===== src/rtl/core/alpha_over_blend_top_defines.svh =====
// Assertion macros for the alpha-over blend RTL.
`ifndef ALPHA_OVER_BLEND_TOP_DEFINES_SVH
`define ALPHA_OVER_BLEND_TOP_DEFINES_SVH

`ifndef SYNTHESIS

`define AOB_ASSERT_IMPL(label, clk, rst_n, ante, cons) \
    label: assert property (@(posedge clk) disable iff (!rst_n) (ante) |-> (cons)) \
        else $error("assertion failed");

`define AOB_ASSERT_NEXT(label, clk, rst_n, ante, cons) \
    label: assert property (@(posedge clk) disable iff (!rst_n) (ante) |=> (cons)) \
        else $error("assertion failed");

`else

`define AOB_ASSERT_IMPL(label, clk, rst_n, ante, cons)

`define AOB_ASSERT_NEXT(label, clk, rst_n, ante, cons)

`endif

`endif


===== src/rtl/core/aob_pkg.sv =====
// Types and constants shared by the alpha-over blend modules.
package aob_pkg;

    localparam int CHAN_W = 8;
    localparam int DEN_W  = 2 * CHAN_W;
    localparam int NUM_W  = 3 * CHAN_W;
    localparam int Q_W    = CHAN_W;
    localparam int LANES  = 4;
    localparam int COLORS = 3;

    localparam logic [CHAN_W-1:0] CHAN_MAX = 8'd255;

    localparam int LANE_R = 0;
    localparam int LANE_G = 1;
    localparam int LANE_B = 2;
    localparam int LANE_A = 3;

    typedef struct packed {
        logic [CHAN_W-1:0] red;
        logic [CHAN_W-1:0] green;
        logic [CHAN_W-1:0] blue;
        logic [CHAN_W-1:0] alpha;
    } t_rgba;

    typedef struct packed {
        logic [NUM_W-1:0] rem;
        logic [DEN_W-1:0] den;
        logic [Q_W-1:0]   quot;
    } t_div_lane;

    typedef t_div_lane [LANES-1:0] t_div_word;

endpackage


===== src/rtl/core/aob_front.sv =====
// Weight and numerator stages ahead of the divider chain.
module aob_front (
    input  logic              i_clk,
    input  logic              i_rst_n,
    input  logic              i_valid,
    output logic              o_ready,
    input  aob_pkg::t_rgba    i_src,
    input  aob_pkg::t_rgba    i_dst,
    output logic              o_valid,
    input  logic              i_ready,
    output aob_pkg::t_div_word o_div
);
    import aob_pkg::*;

    logic                          r_v1;
    logic                          r_v2;
    logic [DEN_W-1:0]              r_ws;
    logic [DEN_W-1:0]              r_wd;
    logic [DEN_W-1:0]              r_den;
    logic [COLORS-1:0][CHAN_W-1:0] r_cs;
    logic [COLORS-1:0][CHAN_W-1:0] r_cd;
    t_div_word                     r_div;

    logic [DEN_W-1:0]              n_ws;
    logic [DEN_W-1:0]              n_wd;
    logic [DEN_W-1:0]              n_den;
    t_div_word                     n_div;
    logic                          w_rdy1;
    logic                          w_rdy2;

    assign w_rdy2  = !r_v2 || i_ready;
    assign w_rdy1  = !r_v1 || w_rdy2;
    assign o_ready = w_rdy1;
    assign o_valid = r_v2;
    assign o_div   = r_div;

    always_comb begin
        n_ws  = {i_src.alpha, {CHAN_W{1'b0}}} - DEN_W'(i_src.alpha);
        n_wd  = DEN_W'(CHAN_MAX - i_src.alpha) * DEN_W'(i_dst.alpha);
        n_den = n_ws + n_wd;
    end

    always_comb begin
        for (int l = 0; l < COLORS; l++) begin
            n_div[l].rem  = NUM_W'(r_cs[l]) * NUM_W'(r_ws) + NUM_W'(r_cd[l]) * NUM_W'(r_wd);
            n_div[l].den  = (r_den == '0) ? DEN_W'(1) : r_den;
            n_div[l].quot = '0;
        end
        n_div[LANE_A].rem  = NUM_W'(r_den);
        n_div[LANE_A].den  = DEN_W'(CHAN_MAX);
        n_div[LANE_A].quot = '0;
    end

    always_ff @(posedge i_clk) begin
        if (!i_rst_n) begin
            r_v1 <= 1'b0;
            r_v2 <= 1'b0;
        end else begin
            if (w_rdy1) r_v1 <= i_valid;
            if (w_rdy2) r_v2 <= r_v1;
        end
    end

    always_ff @(posedge i_clk) begin
        if (i_valid && w_rdy1) begin
            r_ws  <= n_ws;
            r_wd  <= n_wd;
            r_den <= n_den;
            r_cs  <= {i_src.blue, i_src.green, i_src.red};
            r_cd  <= {i_dst.blue, i_dst.green, i_dst.red};
        end
        if (r_v1 && w_rdy2) begin
            r_div <= n_div;
        end
    end

endmodule


===== src/rtl/core/aob_div_cell.sv =====
// One restoring-division cell: resolves one quotient bit on every lane.
module aob_div_cell #(
    parameter int SHIFT = 0
) (
    input  logic               i_clk,
    input  logic               i_rst_n,
    input  logic               i_valid,
    output logic               o_ready,
    input  aob_pkg::t_div_word i_div,
    output logic               o_valid,
    input  logic               i_ready,
    output aob_pkg::t_div_word o_div
);
    import aob_pkg::*;

    logic      r_valid;
    t_div_word r_div;
    t_div_word n_div;
    logic      w_rdy;

    assign w_rdy   = !r_valid || i_ready;
    assign o_ready = w_rdy;
    assign o_valid = r_valid;
    assign o_div   = r_div;

    always_comb begin
        logic [NUM_W-1:0] w_sub;
        logic [NUM_W:0]   w_trial;
        n_div = i_div;
        for (int l = 0; l < LANES; l++) begin
            w_sub   = NUM_W'(i_div[l].den) << SHIFT;
            w_trial = {1'b0, i_div[l].rem} - {1'b0, w_sub};
            if (!w_trial[NUM_W]) begin
                n_div[l].rem         = w_trial[NUM_W-1:0];
                n_div[l].quot[SHIFT] = 1'b1;
            end
        end
    end

    always_ff @(posedge i_clk) begin
        if (!i_rst_n) begin
            r_valid <= 1'b0;
        end else if (w_rdy) begin
            r_valid <= i_valid;
        end
    end

    always_ff @(posedge i_clk) begin
        if (i_valid && w_rdy) begin
            r_div <= n_div;
        end
    end

endmodule


===== src/rtl/core/alpha_over_blend_top.sv =====
// Top level of the alpha-over blend: straight-alpha RGBA source-over-destination.
//
// Input channel: i_in_valid / o_in_ready carry one source and one destination
// pixel, 8-bit straight RGBA each. Output channel: o_out_valid / i_out_ready
// carry the composite pixel. A transaction moves on a clock edge with valid
// and ready both high.
// Two stages form the alpha weights and the per-channel numerators, then a chain
// of 8 divider cells resolves one quotient bit each, on all four channels side by
// side. Throughput is one pixel per cycle while the receiver does not stall;
// every cell is a register stage of its own.
// The last cell's register is the output register.
// Both alphas zero gives an all-zero pixel.
// Reset empties every stage; nothing in flight survives it.
// When the receiver stalls, the result holds at the outputs and the stages
// behind it keep filling their empty slots, so input is still taken until
// the whole chain is full.
`include "alpha_over_blend_top_defines.svh"
module alpha_over_blend_top (
    input  logic       i_clk,
    input  logic       i_rst_n,
    input  logic       i_in_valid,
    output logic       o_in_ready,
    input  logic [7:0] i_src_red,
    input  logic [7:0] i_src_green,
    input  logic [7:0] i_src_blue,
    input  logic [7:0] i_src_alpha,
    input  logic [7:0] i_dst_red,
    input  logic [7:0] i_dst_green,
    input  logic [7:0] i_dst_blue,
    input  logic [7:0] i_dst_alpha,
    output logic       o_out_valid,
    input  logic       i_out_ready,
    output logic [7:0] o_out_red,
    output logic [7:0] o_out_green,
    output logic [7:0] o_out_blue,
    output logic [7:0] o_out_alpha
);
    import aob_pkg::*;

    t_rgba               w_src;
    t_rgba               w_dst;
    t_div_word [Q_W:0]   w_div;
    logic      [Q_W:0]   w_vld;
    logic      [Q_W:0]   w_rdy;

    assign w_src = '{red: i_src_red, green: i_src_green, blue: i_src_blue, alpha: i_src_alpha};
    assign w_dst = '{red: i_dst_red, green: i_dst_green, blue: i_dst_blue, alpha: i_dst_alpha};

    aob_front u_front (
        .i_clk   (i_clk),
        .i_rst_n (i_rst_n),
        .i_valid (i_in_valid),
        .o_ready (o_in_ready),
        .i_src   (w_src),
        .i_dst   (w_dst),
        .o_valid (w_vld[0]),
        .i_ready (w_rdy[0]),
        .o_div   (w_div[0])
    );

    for (genvar k = 0; k < Q_W; k++) begin : g_cell
        aob_div_cell #(
            .SHIFT (Q_W - 1 - k)
        ) u_cell (
            .i_clk   (i_clk),
            .i_rst_n (i_rst_n),
            .i_valid (w_vld[k]),
            .o_ready (w_rdy[k]),
            .i_div   (w_div[k]),
            .o_valid (w_vld[k+1]),
            .i_ready (w_rdy[k+1]),
            .o_div   (w_div[k+1])
        );
    end

    assign w_rdy[Q_W]  = i_out_ready;
    assign o_out_valid = w_vld[Q_W];
    assign o_out_red   = w_div[Q_W][LANE_R].quot;
    assign o_out_green = w_div[Q_W][LANE_G].quot;
    assign o_out_blue  = w_div[Q_W][LANE_B].quot;
    assign o_out_alpha = w_div[Q_W][LANE_A].quot;

    `AOB_ASSERT_IMPL(a_rem_below_den, i_clk, i_rst_n, o_out_valid, (w_div[Q_W][LANE_R].rem < NUM_W'(w_div[Q_W][LANE_R].den)) && (w_div[Q_W][LANE_A].rem < NUM_W'(w_div[Q_W][LANE_A].den)))
    `AOB_ASSERT_IMPL(a_den_nonzero, i_clk, i_rst_n, w_vld[0], (w_div[0][LANE_G].den != '0) && (w_div[0][LANE_A].den == DEN_W'(CHAN_MAX)))
    `AOB_ASSERT_NEXT(a_out_drains, i_clk, i_rst_n, o_out_valid && i_out_ready && !w_vld[Q_W-1], !o_out_valid)

endmodule


===== config.mk =====
export PLATFORM = sky130hd
export DESIGN_NAME = alpha_over_blend_top
export DESIGN_NICKNAME = d
export VERILOG_FILES = /design/src/rtl/core/aob_pkg.sv /design/src/rtl/core/aob_front.sv /design/src/rtl/core/aob_div_cell.sv /design/src/rtl/core/alpha_over_blend_top.sv
export VERILOG_INCLUDE_DIRS = /design/src /design/src/rtl/core
export SDC_FILE = /design/constraint.sdc
export NUM_CORES = 2
export LEC_CHECK = 0
export BUFFER_PORTS_ARGS = -buffer_cell sky130_fd_sc_hd__buf_2
export CAP_MARGIN = 5
export CORE_MARGIN = 4
export CORE_UTILIZATION = 39
export DETAILED_ROUTE_END_ITERATION = 8
export GPL_TIMING_DRIVEN = 0
export PLACE_DENSITY = 0.52
export SLEW_MARGIN = 25
export SYNTH_ARGS = -nofsm -noshare
export SYNTH_HDL_FRONTEND = slang
export SYNTH_HIERARCHICAL = 1
export SYNTH_SLANG_ARGS = --single-unit

===== constraint.sdc =====
create_clock -name i_clk -period 7.2 [get_ports i_clk]
set_clock_uncertainty 0.05 [all_clocks]
set_input_delay 0.36 -clock i_clk [delete_from_list [all_inputs] [get_ports i_clk]]
set_output_delay 0.36 -clock i_clk [all_outputs]
set_load 0.01 [all_outputs]

# Word level (Yosys, flattened, before mapping)
# Cells that the tools add are included.
# W data, S select, Z words.
# classes
n_addsub,38
n_mul,7
muxes,28
n_reduce_logical,31
# ops
op,n
$mux W24,27
$mul A8 B16 Y24,6
$sub A24 B16 Y25,3
$sub A24 B17 Y25,3
$sub A24 B18 Y25,3
$sub A24 B19 Y25,3
$sub A24 B20 Y25,3
$sub A24 B21 Y25,3
$sub A24 B22 Y25,3
$sub A24 B23 Y25,3
$add A24 B24 Y24,3
$sub A24 B10 Y25 const B,1
$sub A24 B11 Y25 const B,1
$sub A24 B12 Y25 const B,1
$sub A24 B13 Y25 const B,1
$sub A24 B14 Y25 const B,1
$sub A24 B8 Y25 const B,1
$sub A24 B9 Y25 const B,1
$sub A16 B15 Y17 const B,1
$add A16 B16 Y16,1
$logic_not A16 Y1,1
$mul A16 B8 Y16,1
$mux W16,1
$sub A16 B8 Y16,1
4 further kinds,31
# word_totals
register_bits,1131
output_inout_bits,34
elab_cells,224

# Logic depth before layout (Yosys ltp)
# depth
depth_word,12
ltp_mapped,25

# Hierarchy
# The synthesis kept the hierarchy.
# modules_own_cells
mod,instances,cells_each,area_per_inst_um2,seq_area_each_um2
aob_front,1,3445,34007.6,6045.8
aob_div_cell (g_cell[6].u_cell),1,949,10775.3,5785.5
aob_div_cell (g_cell[5].u_cell),1,922,10580.1,5785.5
aob_div_cell (g_cell[7].u_cell),1,912,10532.6,5785.5
aob_div_cell (g_cell[2].u_cell),1,852,10410.0,5785.5
aob_div_cell (g_cell[4].u_cell),1,873,10317.4,5785.5
aob_div_cell (g_cell[3].u_cell),1,888,10273.6,5785.5
aob_div_cell (g_cell[1].u_cell),1,847,10072.2,5785.5
aob_div_cell (g_cell[0].u_cell),1,795,9839.4,5785.5

# Least setup slack after synthesis
# OpenSTA, ideal clock, no wires.
# synth_timing
kind,in2reg
start,input i_out_ready
end,"register u_front.r_div, in the netlist u_front/o_div[10], enable pin"
arrival_ps,5965
t_required_ps,6570
path_slack_ps,604
stages,10
path_buffers,0
cell_sequence,nand2b_1 > nand2b_1 > nand2b_1 > nand2b_1 > nand2b_1 > nand2b_1 > nand2b_1 > nand2b_1 > nor2b_1 > nor2b_1
# synth_via
elab_chain_len,10
# synth_lines
element,line_no,rtl
from (decl),alpha_over_blend_top.sv:32,"input logic i_out_ready,"
$logic_or A1 B1 Y1 (2 in series),aob_div_cell.sv:21,assign w_rdy = !r_valid || i_ready;
via w_rdy[6],alpha_over_blend_top.sv:44,logic [Q_W:0] w_rdy;
$logic_or A1 B1 Y1,aob_div_cell.sv:21,
via w_rdy[5],alpha_over_blend_top.sv:44,
$logic_or A1 B1 Y1,aob_div_cell.sv:21,
via w_rdy[4],alpha_over_blend_top.sv:44,
$logic_or A1 B1 Y1,aob_div_cell.sv:21,
via w_rdy[3],alpha_over_blend_top.sv:44,
$logic_or A1 B1 Y1,aob_div_cell.sv:21,
via w_rdy[2],alpha_over_blend_top.sv:44,
$logic_or A1 B1 Y1,aob_div_cell.sv:21,
via w_rdy[1],alpha_over_blend_top.sv:44,
$logic_or A1 B1 Y1,aob_div_cell.sv:21,
via w_rdy[0],alpha_over_blend_top.sv:44,
$logic_or A1 B1 Y1,aob_front.sv:31,assign w_rdy2 = !r_v2 || i_ready;
$logic_and A1 B1 Y1,aob_front.sv:72,if (r_v1 && w_rdy2) begin
to (signal assigned),aob_front.sv:73,r_div <= n_div;
to (decl),aob_front.sv:22,t_div_word r_div;
# The timed path passes the listed nets, and every way through them passes these cells.
# A chain may end at the register's enable or synchronous reset.

==> impl_metrics.tcl <==
set metrics [dict create \
    cp.arrival_ns 7.62 \
    synthesis.instances 9851 \
    clock_sink_count 1586 \
    slew_viol_final 0 \
    insertion_delay_ns 0.85 \
    antenna_left 0 \
    grt_first_pass_wirelength_um 419000 \
    cts.reportedPaths.clkPinSlew_ns 0.06 \
    worstPathMaxFanout 10 \
    endpoint_kind "flop" \
    final_layout_size_suffix_gt1_share_pct 8.488 \
    cts_inserted_buffers 187 \
    final_period_minus_worst_setup_slack_ns 7.008 \
    post_detailed_placement_cell_area_um2 115400 \
    dp_hpwl_um 211000 \
    floorplan.die.height_um 536.8 \
    min_path_type "primary input to flop" \
    syn_to_final_growth_pct 12.27 \
    grt_pass1_vias 74560 \
    ctsLongestPathBuffers 4 \
    startpoint_type "flop" \
    netlist_area_um2 109000 \
    io_buffers 101 \
    die-width_um 536.8 \
    wl_um 266700 \
    drv_cap 0 \
    drcViolationCount 0 \
    grt_antenna_before_repair 25 \
    outcome "complete, no violations" \
    final_setup_vio_count 0 \
    timing.final.crit_share_pct 97.34 \
    synth_warnings 6 \
    number_of_standard_cells_in_the_layout_taps_in_and_fillers_out 14200 \
    clk_root_buffer_cell "clkbuf_16" \
    core_footprint_um2 277500 \
    start_util_pct 39.30 \
    nets 11860 \
    most-common-layout-cells "edfxtp_1, inv_1, nand2_1" \
    maximum_number_of_pins_on_one_net_before_global_route_repair 56 \
    cts-htree-levels 4 \
    place_inst 13750 \
    dr_total_vias 72030 \
    fp.dieArea_um2 288100 \
    grt_overall_usage_pct 18.48 \
    detail_route.vias_per_cell 5.074 \
    layout.cells.most_common "edfxtp_1" \
    grt_setup_unrepaired "yes" \
    placement_rows 193 \
    worst_slew_pin_slew_ns 1.041 \
    timing_hold_violations_final 0 \
    worstPathRequired_ns 7.81 \
    max_freq_ghz 0.1427 \
    post_drt_wl_per_cell_um 18.79 \
    initialDrtViolationCount 4738 \
    setup-tns-final_ns 0 \
    synth.avg_cell_area_um2 11.07 \
    io-pin-count 102 \
    grt_remaining_overflow 0 \
    place_congestion 0.9190 \
    cts_tree "done" \
    stdcell_area_um2 122400 \
    timing.slew.headroom_pct 30.61 \
    setup.worst_path.class "flop to flop" \
    drtPass1Iterations 6 \
]
## metrics by stage
stage	setup WS, ns	utilization, %	hold slack [ns]
after detailed placement	-0.4197	41.60	0.3545
final	0.1917	44.12	0.08322
after CTS	0.004896	44.05	0.02051
after global placement	-2.470	41.23	0.3502
after floorplan	0.6041	-	0.3503
after global routing	-0.04045	44.11	0.08241
## final cells by class
cell class / instances / area [µm²]
timing repair buffer: 227 / 2350
clock buffer: 223 / 4887
buffer: 358 / 1924
antenna: 16 / 40.04
tap: 3705 / 4636
fill: 25670 / 155000
sequential: 1586 / 47530
multi-input combinational: 6544 / 54590
clock inverter: 119 / 1161
inverter: 1417 / 5319
## worst paths after layout
check / to / cells after the start / slack (ns) / start
worst min register to register: g_cell[4].u_cell/o_div[120] / 0 / 0.32 / g_cell[3].u_cell/o_div[120]
worst max register to register: u_front/o_div[137] / 18 / 0.19 / u_front/r_wd[6]
worst max-delay path: u_front/o_div[137] / 18 / 0.19 / u_front/r_wd[6]
worst min-delay path: u_front/r_ws[11] / 3 / 0.08 / i_src_alpha[1]
## layer usage
| layer | vias to the layer above | part of all wire [%] | track usage [%] |
|---|---|---|---|
| met5 | - | 0.0049 | 0 |
| met2 | 1688 | 46 | 30.37 |
| met1 | 34980 | 45 | 24.83 |
| li1 | 34880 | - | - |
| met4 | 2 | 4.2 | 7.274 |
| met3 | 479 | 5.0 | 2.472 |
## what timing repair did
action | 4_1_cts | 5_1_grt
endpoints found under the setup margin | 18 | 13
resized for setup | 19 | 56
cloned | 0 | 0
buffers inserted | 11 | 13
endpoints found under the hold margin | 85 | 0
hold buffers | 62 | 0
## critical path, stage by stage (launching register included)
cell and delay (ns):
edfxtp_1 0.66, clkbuf_1 0.57, nand2_1 0.18, fa_1 0.56, inv_1 0.05, fa_1 0.58
fa_1 0.44, fa_1 0.49, fa_1 0.50, inv_1 0.05, fa_1 0.47, inv_1 0.04
ha_1 0.34, a211o_1 0.34, o311a_1 0.34, or2_1 0.26, a221o_1 0.35, or4_1 0.42
nand4_1 0.12
## state kept, by name, indices dropped and copies added (netlist names), 8 cells and up
name / cells
g_cell.u_cell/o_div: 1376
u_front/o_div: 104
u_front/r_cd: 24
u_front/r_cs: 24
u_front/r_den: 16
u_front/r_wd: 16
u_front/r_ws: 16
g_cell.u_cell/o_valid: 8
Power is not shown: default switching activity piles up to over one toggle a cycle in this logic, so the estimate is an artifact.
